**src/hdl/mst_pkg.sv**
```systemverilog
// Shared constants and codes for the multi-slot timer scheduler.
package mst_pkg;

   localparam int NUM_SLOTS_DEFAULT = 16;
   localparam int TICK_BITS_DEFAULT = 32;

   localparam int ACTION_W = 2;
   localparam int SLOT_W   = 4;
   localparam int AMOUNT_W = 32;
   localparam int DELAY_W  = 31;
   localparam int STAMP_W  = 32;

   // most timers fired by one tick
   localparam int MAX_FIRES = 16;
   localparam int FIRE_CNT_W = $clog2(MAX_FIRES + 1);

   localparam logic [DELAY_W-1:0] DELAY_MAX = '1;

   localparam logic [ACTION_W-1:0] ACT_START_ONESHOT  = 2'd0;
   localparam logic [ACTION_W-1:0] ACT_START_PERIODIC = 2'd1;
   localparam logic [ACTION_W-1:0] ACT_STOP           = 2'd2;
   localparam logic [ACTION_W-1:0] ACT_TICK           = 2'd3;

endpackage

```
**src/hdl/mst_req_if.sv**
```systemverilog
// Request channel: action, slot and amount with valid/ready.
interface mst_req_if import mst_pkg::*; ();
   logic                valid;
   logic                ready;
   logic [ACTION_W-1:0] action;
   logic [SLOT_W-1:0]   slot;
   logic [AMOUNT_W-1:0] amount;

   modport source (output valid, output action, output slot, output amount, input ready);
   modport sink   (input valid, input action, input slot, input amount, output ready);
endinterface

```
**src/hdl/mst_rsp_if.sv**
```systemverilog
// Response channel: fired timer report with valid/ready.
interface mst_rsp_if import mst_pkg::*; ();
   logic               valid;
   logic               ready;
   logic               fired_valid;
   logic [SLOT_W-1:0]  fired_slot;
   logic               last;
   logic [DELAY_W-1:0] next_delay;
   logic               slot_active;

   modport source (output valid, output fired_valid, output fired_slot, output last,
                   output next_delay, output slot_active, input ready);
   modport sink   (input valid, input fired_valid, input fired_slot, input last,
                   input next_delay, input slot_active, output ready);
endinterface

```
**src/hdl/multi_slot_timer_scheduler.sv**
```systemverilog
// Timer slot table with a sequential earliest-deadline scan and fire/reload sequencer.
//
//   channel   dir  handshake        carries
//   req_if    in   valid/ready      action, slot, amount
//   rsp_if    out  valid/ready      fired_valid, fired_slot, last, next_delay, slot_active
//
// Start/stop: after the request is taken the sequencer passes through ST_DONE, which loads
// the response once rsp_if is free. Tick: each scan runs over all slots through the single
// comparator; a tick firing F timers rescans after each fire, and the next request is taken
// only after the last response is loaded.
// req_if.ready is high only while idle; a stalled rsp_if holds the sequencer at its next
// response. Synchronous reset clears all active marks, the stored time and the order count.
module multi_slot_timer_scheduler import mst_pkg::*; #(
   parameter int NUM_SLOTS = NUM_SLOTS_DEFAULT,
   parameter int TICK_BITS = TICK_BITS_DEFAULT
) (
   input  logic       clock,
   input  logic       reset,
   mst_req_if.sink    req_if,
   mst_rsp_if.source  rsp_if
);

   localparam int SW = (NUM_SLOTS > 1) ? $clog2(NUM_SLOTS) : 1;
   localparam int CW = $clog2(NUM_SLOTS + 1);
   localparam int TW = TICK_BITS;

   typedef enum logic [5:0] {
      ST_IDLE   = 6'b000001,
      ST_SCAN   = 6'b000010,
      ST_DECIDE = 6'b000100,
      ST_RELOAD = 6'b001000,
      ST_WRITE  = 6'b010000,
      ST_DONE   = 6'b100000
   } state_type;

   state_type state_ff, state_in;

   logic [TW-1:0]        now_ff, now_in;
   logic [STAMP_W-1:0]   order_ff, order_in;
   logic [NUM_SLOTS-1:0] active_ff, active_in;

   logic [CW-1:0] scan_idx_ff, scan_idx_in;
   logic          cmp_vld_ff, cmp_vld_in;
   logic [SW-1:0] cmp_idx_ff, cmp_idx_in;

   logic               best_vld_ff, best_vld_in;
   logic [SW-1:0]      best_idx_ff, best_idx_in;
   logic [TW-1:0]      best_diff_ff, best_diff_in;
   logic [STAMP_W-1:0] best_stamp_ff, best_stamp_in;
   logic [TW-1:0]      best_dl_ff, best_dl_in;
   logic [TW-1:0]      best_iv_ff, best_iv_in;
   logic [TW-1:0]      sum_ff, sum_in;

   logic [FIRE_CNT_W-1:0] fire_cnt_ff, fire_cnt_in;
   logic                  pend_ff, pend_in;
   logic [SLOT_W-1:0]     pend_slot_ff, pend_slot_in;
   logic [DELAY_W-1:0]    fin_delay_ff, fin_delay_in;
   logic                  fin_active_ff, fin_active_in;

   logic               rsp_valid_ff, rsp_valid_in;
   logic               rsp_fired_ff, rsp_fired_in;
   logic [SLOT_W-1:0]  rsp_slot_ff, rsp_slot_in;
   logic               rsp_last_ff, rsp_last_in;
   logic [DELAY_W-1:0] rsp_delay_ff, rsp_delay_in;
   logic               rsp_active_ff, rsp_active_in;

   // slot table
   logic [TW-1:0]      deadline_mem [NUM_SLOTS];
   logic [TW-1:0]      interval_mem [NUM_SLOTS];
   logic [STAMP_W-1:0] stamp_mem    [NUM_SLOTS];
   logic [TW-1:0]      rd_dl_ff, rd_iv_ff;
   logic [STAMP_W-1:0] rd_st_ff;

   logic               mem_we;
   logic [SW-1:0]      mem_wa;
   logic [TW-1:0]      mem_wd_dl, mem_wd_iv;
   logic [STAMP_W-1:0] mem_wd_st;
   logic [SW-1:0]      mem_ra;

   logic               out_free;
   logic               slot_ok;
   logic [SW-1:0]      slot_idx;
   logic [TW-1:0]      amount_t;
   logic [TW-1:0]      cand_diff;
   logic [STAMP_W-1:0] stamp_diff;
   logic               cand_better;
   logic               best_pos;
   logic [63:0]        best_diff_ext;
   logic [TW-1:0]      reload_diff;
   logic               reload_pos;
   logic [TW-1:0]      reload_dl;

   assign req_if.ready       = (state_ff == ST_IDLE);
   assign rsp_if.valid       = rsp_valid_ff;
   assign rsp_if.fired_valid = rsp_fired_ff;
   assign rsp_if.fired_slot  = rsp_slot_ff;
   assign rsp_if.last        = rsp_last_ff;
   assign rsp_if.next_delay  = rsp_delay_ff;
   assign rsp_if.slot_active = rsp_active_ff;

   assign out_free = !rsp_valid_ff || rsp_if.ready;
   assign slot_ok  = (32'(req_if.slot) < 32'(NUM_SLOTS));
   assign slot_idx = SW'(req_if.slot);
   assign amount_t = TW'(req_if.amount);
   assign mem_ra   = scan_idx_ff[SW-1:0];

   // shared comparator: signed time-to-deadline, ties broken by older start stamp
   assign cand_diff   = rd_dl_ff - now_ff;
   assign stamp_diff  = rd_st_ff - best_stamp_ff;
   assign cand_better = ($signed(cand_diff) < $signed(best_diff_ff)) ||
                        ((cand_diff == best_diff_ff) && stamp_diff[STAMP_W-1]);

   assign best_pos      = (best_diff_ff != '0) && !best_diff_ff[TW-1];
   assign best_diff_ext = 64'(best_diff_ff);

   // reload point: old deadline + interval, or now + 1 if already missed
   assign reload_diff = sum_ff - now_ff;
   assign reload_pos  = (reload_diff != '0) && !reload_diff[TW-1];
   assign reload_dl   = reload_pos ? sum_ff : now_ff + TW'(1);

   always_ff @(posedge clock) begin
      if (mem_we) begin
         deadline_mem[mem_wa] <= mem_wd_dl;
         interval_mem[mem_wa] <= mem_wd_iv;
         stamp_mem[mem_wa]    <= mem_wd_st;
      end
      rd_dl_ff <= deadline_mem[mem_ra];
      rd_iv_ff <= interval_mem[mem_ra];
      rd_st_ff <= stamp_mem[mem_ra];
   end

   always_comb begin
      state_in      = state_ff;
      now_in        = now_ff;
      order_in      = order_ff;
      active_in     = active_ff;
      scan_idx_in   = scan_idx_ff;
      cmp_vld_in    = 1'b0;
      cmp_idx_in    = cmp_idx_ff;
      best_vld_in   = best_vld_ff;
      best_idx_in   = best_idx_ff;
      best_diff_in  = best_diff_ff;
      best_stamp_in = best_stamp_ff;
      best_dl_in    = best_dl_ff;
      best_iv_in    = best_iv_ff;
      sum_in        = sum_ff;
      fire_cnt_in   = fire_cnt_ff;
      pend_in       = pend_ff;
      pend_slot_in  = pend_slot_ff;
      fin_delay_in  = fin_delay_ff;
      fin_active_in = fin_active_ff;
      rsp_valid_in  = rsp_valid_ff && !rsp_if.ready;
      rsp_fired_in  = rsp_fired_ff;
      rsp_slot_in   = rsp_slot_ff;
      rsp_last_in   = rsp_last_ff;
      rsp_delay_in  = rsp_delay_ff;
      rsp_active_in = rsp_active_ff;
      mem_we        = 1'b0;
      mem_wa        = '0;
      mem_wd_dl     = '0;
      mem_wd_iv     = '0;
      mem_wd_st     = '0;

      unique case (state_ff)
         ST_IDLE: begin
            if (req_if.valid) begin
               pend_in       = 1'b0;
               fin_delay_in  = '0;
               fin_active_in = 1'b0;
               if (req_if.action == ACT_TICK) begin
                  now_in      = amount_t;
                  fire_cnt_in = '0;
                  scan_idx_in = '0;
                  best_vld_in = 1'b0;
                  state_in    = ST_SCAN;
               end else begin
                  if (slot_ok) begin
                     active_in[slot_idx] = 1'b0;
                     if (req_if.action != ACT_STOP) begin
                        active_in[slot_idx] = 1'b1;
                        fin_active_in       = 1'b1;
                        mem_we              = 1'b1;
                        mem_wa              = slot_idx;
                        mem_wd_dl           = now_ff + amount_t;
                        mem_wd_iv           = (req_if.action == ACT_START_ONESHOT) ?
                                              '0 : amount_t;
                        mem_wd_st           = order_ff;
                        order_in            = order_ff + STAMP_W'(1);
                     end
                  end
                  state_in = ST_DONE;
               end
            end
         end
         ST_SCAN: begin
            if (scan_idx_ff < CW'(NUM_SLOTS)) begin
               scan_idx_in = scan_idx_ff + CW'(1);
               cmp_vld_in  = 1'b1;
               cmp_idx_in  = scan_idx_ff[SW-1:0];
            end
            if (cmp_vld_ff && active_ff[cmp_idx_ff] && (!best_vld_ff || cand_better)) begin
               best_vld_in   = 1'b1;
               best_idx_in   = cmp_idx_ff;
               best_diff_in  = cand_diff;
               best_stamp_in = rd_st_ff;
               best_dl_in    = rd_dl_ff;
               best_iv_in    = rd_iv_ff;
            end
            if ((scan_idx_ff == CW'(NUM_SLOTS)) && !cmp_vld_ff) begin
               state_in = ST_DECIDE;
            end
         end
         ST_DECIDE: begin
            if (!best_vld_ff) begin
               fin_delay_in = '0;
               state_in     = ST_DONE;
            end else if (best_pos) begin
               fin_delay_in = (best_diff_ext > 64'(DELAY_MAX)) ?
                              DELAY_MAX : best_diff_ext[DELAY_W-1:0];
               state_in     = ST_DONE;
            end else if (fire_cnt_ff == FIRE_CNT_W'(MAX_FIRES)) begin
               fin_delay_in = DELAY_W'(1);
               state_in     = ST_DONE;
            end else begin
               state_in = ST_RELOAD;
            end
         end
         ST_RELOAD: begin
            sum_in   = best_dl_ff + best_iv_ff;
            state_in = ST_WRITE;
         end
         ST_WRITE: begin
            // the previous fired timer is reported once we know it is not the last
            if (!pend_ff || out_free) begin
               if (pend_ff) begin
                  rsp_valid_in  = 1'b1;
                  rsp_fired_in  = 1'b1;
                  rsp_slot_in   = pend_slot_ff;
                  rsp_last_in   = 1'b0;
                  rsp_delay_in  = '0;
                  rsp_active_in = 1'b0;
               end
               pend_in      = 1'b1;
               pend_slot_in = SLOT_W'(best_idx_ff);
               fire_cnt_in  = fire_cnt_ff + FIRE_CNT_W'(1);
               if (best_iv_ff != '0) begin
                  mem_we    = 1'b1;
                  mem_wa    = best_idx_ff;
                  mem_wd_dl = reload_dl;
                  mem_wd_iv = best_iv_ff;
                  mem_wd_st = order_ff;
                  order_in  = order_ff + STAMP_W'(1);
               end else begin
                  active_in[best_idx_ff] = 1'b0;
               end
               scan_idx_in = '0;
               best_vld_in = 1'b0;
               state_in    = ST_SCAN;
            end
         end
         ST_DONE: begin
            if (out_free) begin
               rsp_valid_in  = 1'b1;
               rsp_fired_in  = pend_ff;
               rsp_slot_in   = pend_ff ? pend_slot_ff : '0;
               rsp_last_in   = 1'b1;
               rsp_delay_in  = fin_delay_ff;
               rsp_active_in = fin_active_ff;
               state_in      = ST_IDLE;
            end
         end
         default: begin
            state_in = ST_IDLE;
         end
      endcase
   end

   always_ff @(posedge clock) begin
      if (reset) begin
         state_ff     <= ST_IDLE;
         now_ff       <= '0;
         order_ff     <= '0;
         active_ff    <= '0;
         cmp_vld_ff   <= 1'b0;
         pend_ff      <= 1'b0;
         rsp_valid_ff <= 1'b0;
      end else begin
         state_ff     <= state_in;
         now_ff       <= now_in;
         order_ff     <= order_in;
         active_ff    <= active_in;
         cmp_vld_ff   <= cmp_vld_in;
         pend_ff      <= pend_in;
         rsp_valid_ff <= rsp_valid_in;
      end
      scan_idx_ff   <= scan_idx_in;
      cmp_idx_ff    <= cmp_idx_in;
      best_vld_ff   <= best_vld_in;
      best_idx_ff   <= best_idx_in;
      best_diff_ff  <= best_diff_in;
      best_stamp_ff <= best_stamp_in;
      best_dl_ff    <= best_dl_in;
      best_iv_ff    <= best_iv_in;
      sum_ff        <= sum_in;
      fire_cnt_ff   <= fire_cnt_in;
      pend_slot_ff  <= pend_slot_in;
      fin_delay_ff  <= fin_delay_in;
      fin_active_ff <= fin_active_in;
      rsp_fired_ff  <= rsp_fired_in;
      rsp_slot_ff   <= rsp_slot_in;
      rsp_last_ff   <= rsp_last_in;
      rsp_delay_ff  <= rsp_delay_in;
      rsp_active_ff <= rsp_active_in;
   end

endmodule

```
**src/flat_wrapper.sv**
```systemverilog
// flat-port wrapper written by rule: the top's interface ports become plain ports
module multi_slot_timer_scheduler_flat import mst_pkg::*;
#(
   parameter int NUM_SLOTS = NUM_SLOTS_DEFAULT,
   parameter int TICK_BITS = TICK_BITS_DEFAULT
)
  (clock, reset, req_if_valid, req_if_action, req_if_slot, req_if_amount, req_if_ready, rsp_if_valid, rsp_if_fired_valid, rsp_if_fired_slot, rsp_if_last, rsp_if_next_delay, rsp_if_slot_active, rsp_if_ready);
  mst_req_if req_if_i ();
  mst_rsp_if rsp_if_i ();
  input  logic clock;
  input  logic reset;
  input wire logic [$bits(req_if_i.valid)-1:0] req_if_valid;
  input wire logic [$bits(req_if_i.action)-1:0] req_if_action;
  input wire logic [$bits(req_if_i.slot)-1:0] req_if_slot;
  input wire logic [$bits(req_if_i.amount)-1:0] req_if_amount;
  output wire logic [$bits(req_if_i.ready)-1:0] req_if_ready;
  output wire logic [$bits(rsp_if_i.valid)-1:0] rsp_if_valid;
  output wire logic [$bits(rsp_if_i.fired_valid)-1:0] rsp_if_fired_valid;
  output wire logic [$bits(rsp_if_i.fired_slot)-1:0] rsp_if_fired_slot;
  output wire logic [$bits(rsp_if_i.last)-1:0] rsp_if_last;
  output wire logic [$bits(rsp_if_i.next_delay)-1:0] rsp_if_next_delay;
  output wire logic [$bits(rsp_if_i.slot_active)-1:0] rsp_if_slot_active;
  input wire logic [$bits(rsp_if_i.ready)-1:0] rsp_if_ready;
  assign req_if_i.valid = req_if_valid;
  assign req_if_i.action = req_if_action;
  assign req_if_i.slot = req_if_slot;
  assign req_if_i.amount = req_if_amount;
  assign req_if_ready = req_if_i.ready;
  assign rsp_if_valid = rsp_if_i.valid;
  assign rsp_if_fired_valid = rsp_if_i.fired_valid;
  assign rsp_if_fired_slot = rsp_if_i.fired_slot;
  assign rsp_if_last = rsp_if_i.last;
  assign rsp_if_next_delay = rsp_if_i.next_delay;
  assign rsp_if_slot_active = rsp_if_i.slot_active;
  assign rsp_if_i.ready = rsp_if_ready;
  multi_slot_timer_scheduler #(.NUM_SLOTS(NUM_SLOTS), .TICK_BITS(TICK_BITS)) u_core (.clock(clock), .reset(reset), .req_if(req_if_i), .rsp_if(rsp_if_i));
endmodule
```
**config.mk**
```make
export PLATFORM = sky130hd
export DESIGN_NAME = multi_slot_timer_scheduler_flat
export DESIGN_NICKNAME = d
export VERILOG_FILES = /design/src/hdl/mst_pkg.sv /design/src/hdl/mst_req_if.sv /design/src/hdl/mst_rsp_if.sv /design/src/hdl/multi_slot_timer_scheduler.sv /design/src/flat_wrapper.sv
export SDC_FILE = /design/constraint.sdc
export NUM_CORES = 2
export LEC_CHECK = 0
export ABC_AREA = 0
export CORE_ASPECT_RATIO = 0.7
export CORE_MARGIN = 5
export CORE_UTILIZATION = 40
export DETAILED_ROUTE_END_ITERATION = 8
export DONT_BUFFER_PORTS = 1
export PLACE_DENSITY = 0.5
export SYNTH_ARGS = -nofsm -noshare
export SYNTH_HDL_FRONTEND = slang
export SYNTH_SLANG_ARGS = --single-unit
```
**constraint.sdc**
```tcl
create_clock -name clock -period 12.69 [get_ports clock]
set_input_delay 2.538 -clock clock [delete_from_list [all_inputs] [get_ports clock]]
set_output_delay 2.538 -clock clock [all_outputs]
set_load 0.01 [all_outputs]
```
=== Yosys cells after proc, flatten, opt, wreduce, memory -nomap -nowiden ===
Memory sizes are Yosys's and may differ from the RTL's. A register that Yosys moved wholly into a read port is not among the register bits.
Cells that the tools add are included.

* Register bits: 342
* RAM bits: 1536
* Input port bits: 42
* Output and inout port bits: 40
* Word-level logic and storage cells: 224
* Memories kept: 3

* Add/sub/neg operators: 9
* Order comparisons: 8
* Eq/ne operators: 24
* Multiplexer cells: 106
* Bitwise operators: 6
* Reductions and logical operators: 43

{| class="wikitable"
|+ Memory list
! name !! depth !! bits a word !! rd ports !! clocked after memory_dff !! write ports !! RTL line !! source
|-
| u_core.deadline_mem || 16 || 32 || 1 || 1 || 1 || multi_slot_timer_scheduler.sv:68 || <nowiki>logic [TW-1:0] deadline_mem [NUM_SLOTS];</nowiki>
|-
| u_core.interval_mem || 16 || 32 || 1 || 1 || 1 || multi_slot_timer_scheduler.sv:69 || <nowiki>logic [TW-1:0] interval_mem [NUM_SLOTS];</nowiki>
|-
| u_core.stamp_mem || 16 || 32 || 1 || 1 || 1 || multi_slot_timer_scheduler.sv:70 || <nowiki>logic [STAMP_W-1:0] stamp_mem [NUM_SLOTS];</nowiki>
|}

{| class="wikitable"
|+ Operators by type and width
! kind !! count
|-
| $mux 32 || 22
|-
| $pmux 32 s2 || 4
|-
| $mux 31 || 8
|-
| $pmux 31 s2 || 2
|-
| $reduce_bool 32->1 || 3
|-
| $sub 32x32->32 || 3
|-
| $mux 16 || 5
|-
| $add 32x1->32 const B || 2
|-
| $add 32x32->32 || 2
|-
| $mux 6 || 8
|-
| $mux 4 || 9
|-
| $pmux 6 s6 || 1
|-
| $and 16x16->16 || 2
|-
| $eq 32x32->1 || 1
|-
| $gt 32x31->1 const B || 1
|-
| $lt 32x32->1 || 1
|-
| $not 16->16 || 2
|-
| $pmux 16 s2 || 1
|-
| $mux 1 || 27
|-
| $mux 5 || 5
|-
| $ne 2x1->1 const B || 9
|-
| $or 16x16->16 || 1
|-
| $pmux 4 s2 || 2
|-
| $lt 4x5->1 const B || 3
|-
| other kinds (32) || 72
|}

=== Logic depth before layout (Yosys ltp) ===
* Word-level depth: 11
* Depth in mapped cells: 26
* Depth with buffers taken out: 26

=== Worst setup path after synthesis ===
Ideal clock, no wire load.

* Path kind: input port to flip-flop
* Start: input rsp_if_ready
* End: memory u_core.deadline_mem[0][0] in the netlist's numbering, enable pin
* Library setup time: 0.693 ns
* Data arrival time: 10.737 ns
* Required time: 11.997 ns
* Setup slack: 1.260 ns
* Stages on the path: 7
* Buffers on the path: 2
* Path through: nor2b_1 -> a21oi_1 -> nor2b_1 -> clkbuf_1 -> clkbuf_1 -> nor2_1 -> a211oi_1

* Cells in the longest elaborated chain, start to end: 6
* Elaborated cells between the ends (all ways): 8
* Those cells by class: mux: 6; reduce/logical: 2

{| class="wikitable"
|+ RTL lines
! what !! RTL line !! source
|-
| start, declared || flat_wrapper.sv:23 || <nowiki>input wire logic [$bits(rsp_if_i.ready)-1:0] rsp_if_ready;</nowiki>
|-
| $logic_or 1x1->1 * || multi_slot_timer_scheduler.sv:101 || <nowiki>assign out_free = !rsp_valid_ff || rsp_if.ready;</nowiki>
|-
| $logic_or 1x1->1 * || multi_slot_timer_scheduler.sv:234 || <nowiki>if (!pend_ff || out_free) begin</nowiki>
|-
| $mux 1 || multi_slot_timer_scheduler.sv:234 ||
|-
| $pmux 1 s2 || multi_slot_timer_scheduler.sv:164 || <nowiki>unique case (state_ff)</nowiki>
|-
| $mux 1 || multi_slot_timer_scheduler.sv:122 || <nowiki>if (mem_we) begin</nowiki>
|-
| $mux 1 (implied by the code) || multi_slot_timer_scheduler.sv:123 || <nowiki>deadline_mem[mem_wa] <= mem_wd_dl;</nowiki>
|-
| end, declared || multi_slot_timer_scheduler.sv:68 ||
|}

Mark *: on every way between the ends. The rest lies on a longest branch, timed or not.

=== Final worst setup path ===
* Start: register u_core.now_ff[0]
* End: register u_core.best_iv_ff[1], enable pin

* Cells in the longest elaborated chain, start to end: 7
* Elaborated cells between the ends (all ways): 8
* Those cells by class: add/sub: 1; order compare: 1; eq/ne: 1; reduce/logical: 5

{| class="wikitable"
|+ RTL lines
! what !! RTL line !! source
|-
| start, declared || multi_slot_timer_scheduler.sv:38 || <nowiki>logic [TW-1:0] now_ff, now_in;</nowiki>
|-
| start signal, assigned || multi_slot_timer_scheduler.sv:289 || <nowiki>now_ff <= now_in;</nowiki>
|-
| $sub 32x32->32 * || multi_slot_timer_scheduler.sv:108 || <nowiki>assign cand_diff = rd_dl_ff - now_ff;</nowiki>
|-
| named net u_core.cand_diff[30] || multi_slot_timer_scheduler.sv:84 || <nowiki>logic [TW-1:0] cand_diff;</nowiki>
|-
| branches (longest 2 deep; another with $lt 32x32->1) || - ||
|-
| $logic_or 1x1->1 * || multi_slot_timer_scheduler.sv:110 || <nowiki>assign cand_better = ($signed(cand_diff) < $signed(best_diff_ff)) ||</nowiki>
|-
| $logic_or 1x1->1 * || multi_slot_timer_scheduler.sv:201 || <nowiki>if (cmp_vld_ff && active_ff[cmp_idx_ff] && (!best_vld_ff || cand_better)) begin</nowiki>
|-
| $logic_and 1x1->1 * || multi_slot_timer_scheduler.sv:201 ||
|-
| $reduce_and 2->1 (no line) * || - ||
|-
| end signal, assigned || multi_slot_timer_scheduler.sv:303 || <nowiki>best_iv_ff <= best_iv_in;</nowiki>
|-
| end, declared || multi_slot_timer_scheduler.sv:51 || <nowiki>logic [TW-1:0] best_iv_ff, best_iv_in;</nowiki>
|}

Mark *: on every way through the listed nets, which the timed path passes.
A chain may end at the register's enable or synchronous reset.

==> metrics.md <==
| Metric | Value |
|---|---|
| Clock Power Share | 0.324 |
| RSZ-0062 raised after global routing | no |
| CP required | 13.15 ns |
| TritonRoute pass-1 iters | 8 |
| Number of global-route vias before repair | 42226 |
| Sequential share of power | 0.429 |
| Ys async rst share | 0 |
| Sw Ratio | 0.285 |
| WL final | 221000 um |
| Largest net degree at the start of global routing | 104 |
| Final Power | 18.3 mW |
| Ranking of synthesized cells by area | edfxtp_1 66%, mux4_2 13%, dfxtp_1 4.6% |
| CTS root buffer | clkbuf_16 |
| Clk pin slew, worst setup/hold paths | 0.07 ns |
| WL per Instance | 29.6 um |
| Nets@finish | between 4000 and 5000 |
| Final cycle utilization of the critical path | 0.639 |
| Area leader, netlist | edfxtp_1 |
| Post-DP HPWL | 124000 um |
| Clock Skews | 0.0465 ns |
| Met3 WL post-DR | 15800 um |
| Synth top cells by count | 1789 x edfxtp_1, 485 x mux4_2, 196 x a21oi_1 |
| First-pass GRT wire length | 316000 um |
| Post-Synthesis Cells | ~4500 |
| DRC | 0 |
| Die width | 549 um |
| Share of cells above drive strength 1 | 0.190 |
| Worst-Margin Slew | 1.36 ns |
| CTS sink count | 1974 |
| Slew HR | 0.0846 |
| YS warnings | 0 |
| RePlAce Congestion | 0.878 |
| Post-synthesis sequential area ratio | 0.706 |
| Post-DRT Antenna Nets | 0 |
| Worst Path Arrival | between 8 and 9 ns |
| First DRT Iteration DRCs | 4115 |
| Synthesized net count | 4724 |
| Metal2 WL | around 95000 um |
| Final Hold Viols | 0 |
| Initial Util | 0.402 |
| DR vias/cell | 5.73 |
| # IOs | 82 |
| M1 wire length | 105000 um |
| Initial antenna violation count | 12 |
| DIE AREA | 213000 um2 |
| Area delta synth->final | 12.5% |
| Top Metal Used | met5 |
| Cell Pwr Density | 200 nW/um2 |
| Clock Latency Late Sink | 0.84 ns |
| Via count | about 43000 |
| Post-synth cell types | 79 |
| Flops & latches, synth | between 1500 and 2000 |
| Site Rows | 138 |
| Top-count cell post-synth | edfxtp_1 |
| Leakage power | 30.5 nW |
| Synthesized cell area | around 81000 um2 |
| Hold buffer count at CTS | 0 |
| Overall routing resource usage | 0.205 |
| Setup TNS Final | 0 ns |
| Max-capacitance violation count | 0 |
| Status | complete, no violations |
| Max Slew Vio Count | 0 |
| Post-synth top area share | 0.661 |
| CP max FO | 51 |
| Total global routing overflow | 0 |
| Min Tclk post-route | slightly above 8 ns |
| Top FF cell, synth | edfxtp_1 |
| Critical path class | reg2reg |
| Min-Delay Path Class | reg2reg |
| CTS tree | done |
| Core footprint | around 200000 um2 |
| Maximum vdd drop | 0.183 mV |
| Avg Inst Size Synth | 18.1 um2 |
| CP Launch Type | register |
| # setup viols final | 0 |
| Port-buffer cells | 0 |
| CP Capture Type | register |
| Post-synth EDFFs | about 1800 |
| Post-CTS Resized | 0 |
| Max frequency | 0.123 GHz |
| Switching power | 5.22 mW |
| P_int | 13.1 mW |
| Die height | 387 um |
| CTS Buf Count | 200 |
| Comb pwr share | 0.247 |
| H-tree depth | 4 |
| Clk buf depth | 4 |
| Post-CTS setup buffers | 0 |
-- placed cells by master (no fill, tap or decap), types with 21 or more instances in the layout --
cell,count
nor2_1,120
and3_1,28
inv_1,141
o22ai_1,32
nand4_1,39
xor2_1,46
o21ai_0,80
dfxtp_1,185
xnor2_1,108
a21o_1,60
clkinv_1,21
nor4_1,29
clkbuf_1,53
and2_1,70
mux4_2,485
or3_1,21
mux2i_1,34
nor2b_1,43
nor3_1,66
edfxtp_1,1789
clkbuf_16,204
ha_1,192
nand2_1,171
a21oi_1,196
clkinv_2,36
a22o_1,32
a31oi_1,30
nand3_1,57
buf_4,68
-- layout make-up --
cell class              instances  area, um2
inverters                     141        529
multi-input cells            2184      22800
clock inverters                88        957
clock buffers                 272       5510
diodes                          3       7.51
well taps                    2730       3420
fillers                     17283     111000
repair buffers                 81        771
flip-flops and latches       1974      57400
-- routing by layer --
metal | track usage | up-vias
met5 | 0 | -
met4 | 0.0503 | 8
met3 | 0.0442 | 326
met2 | 0.293 | 1466
met1 | 0.319 | 22660
li1 | - | 18333
-- path summary, 6_finish.rpt --
path              depth (start not counted)  slack (ns)                          start                         endpoint
hold / removal                            0        0.40    u_core.rd_iv_ff[15]$_DFF_P_  u_core.best_iv_ff[15]$_DFFE_PP_
setup / recovery                         27        4.58  u_core.now_ff[0]$_SDFFE_PP0P_   u_core.best_iv_ff[1]$_DFFE_PP_
setup reg to reg                         27        4.58  u_core.now_ff[0]$_SDFFE_PP0P_   u_core.best_iv_ff[1]$_DFFE_PP_
hold reg to reg                           0        0.40    u_core.rd_iv_ff[15]$_DFF_P_  u_core.best_iv_ff[15]$_DFFE_PP_
-- sequential cells by signal, indices dropped and copies added (netlist names), 4 cells and up, named ones only --
name,flops
u_core.fin_delay_ff,31
u_core.best_idx_ff,4
u_core.interval_mem,512
u_core.rd_dl_ff,32
u_core.best_dl_ff,32
u_core.best_stamp_ff,32
u_core.fire_cnt_ff,5
u_core.now_ff,32
u_core.rd_st_ff,32
u_core.sum_ff,32
u_core.rsp_if.next_delay,31
u_core.stamp_mem,512
u_core.pend_slot_ff,4
u_core.rd_iv_ff,32
u_core.cmp_idx_ff,4
u_core.state_ff,6
u_core.deadline_mem,512
u_core.order_ff,32
u_core.best_diff_ff,32
u_core.best_iv_ff,32
u_core.rsp_if.fired_slot,4
u_core.scan_idx_ff,5
-- power groups by stage --
stage / combinational [mW] / clock [mW] / sequential, mW
2_1_floorplan: 3.23 / 0 / 7.91
3_3_place_gp: 4.61 / 0 / 7.99
3_5_place_dp: 4.59 / 0 / 7.99
4_1_cts: 4.61 / 6.09 / 7.86
5_1_grt: 4.89 / 6.36 / 7.88
6_report: 4.53 / 5.93 / 7.85
-- critical path, cell delays in order (launching register included) --
cell	delay (ns)
dfxtp_1	0.48
ha_1	0.25
fa_1	0.23
nand2b_1	0.14
a21oi_1	0.10
o31ai_1	0.36
a21oi_1	0.28
o21ai_0	0.37
a31oi_1	0.22
a41o_1	0.30
or4_1	0.46
a31o_2	0.26
a21o_1	0.19
xor2_1	0.16
ha_1	0.30
nand4_1	0.08
nor2_1	0.16
nand2_1	0.09
or3_1	0.42
or3_1	0.40
a311oi_1	0.31
nor2_1	0.08
mux2_2	0.29
nand2_1	0.07
o211ai_1	0.16
nor2_4	0.12
buf_4	0.61
buf_4	0.77
-- through the flow --
stage	setup slack, ns	util	hold slack (ns)	area [um2]	std cells
2_1_floorplan	1.26	-	0.386	81300	4486
3_3_place_gp	4.76	0.420	0.391	85000	7110
3_5_place_dp	4.60	0.420	0.389	85000	7110
4_1_cts	4.57	0.452	0.403	91500	7470
5_1_grt	4.05	0.452	0.420	91500	7471
6_report	4.58	0.452	0.402	91500	7473
-- kinds of logic (layout without fill, tap and decap cells) --
group	Yosys count	in the layout	synth area share
buffers and inverters	328	582	0.0155
XOR/XNOR	154	154	0.0166
flip-flops	1974	1974	0.706
multiplexers	521	521	0.139
AO/OA/AOI/OAI	583	583	0.0466
other	0	3	0
adder cells (fa/ha/maj)	196	196	0.0305
AND/OR/NAND/NOR	730	730	0.0456
(Power assumes the default switching activity.)
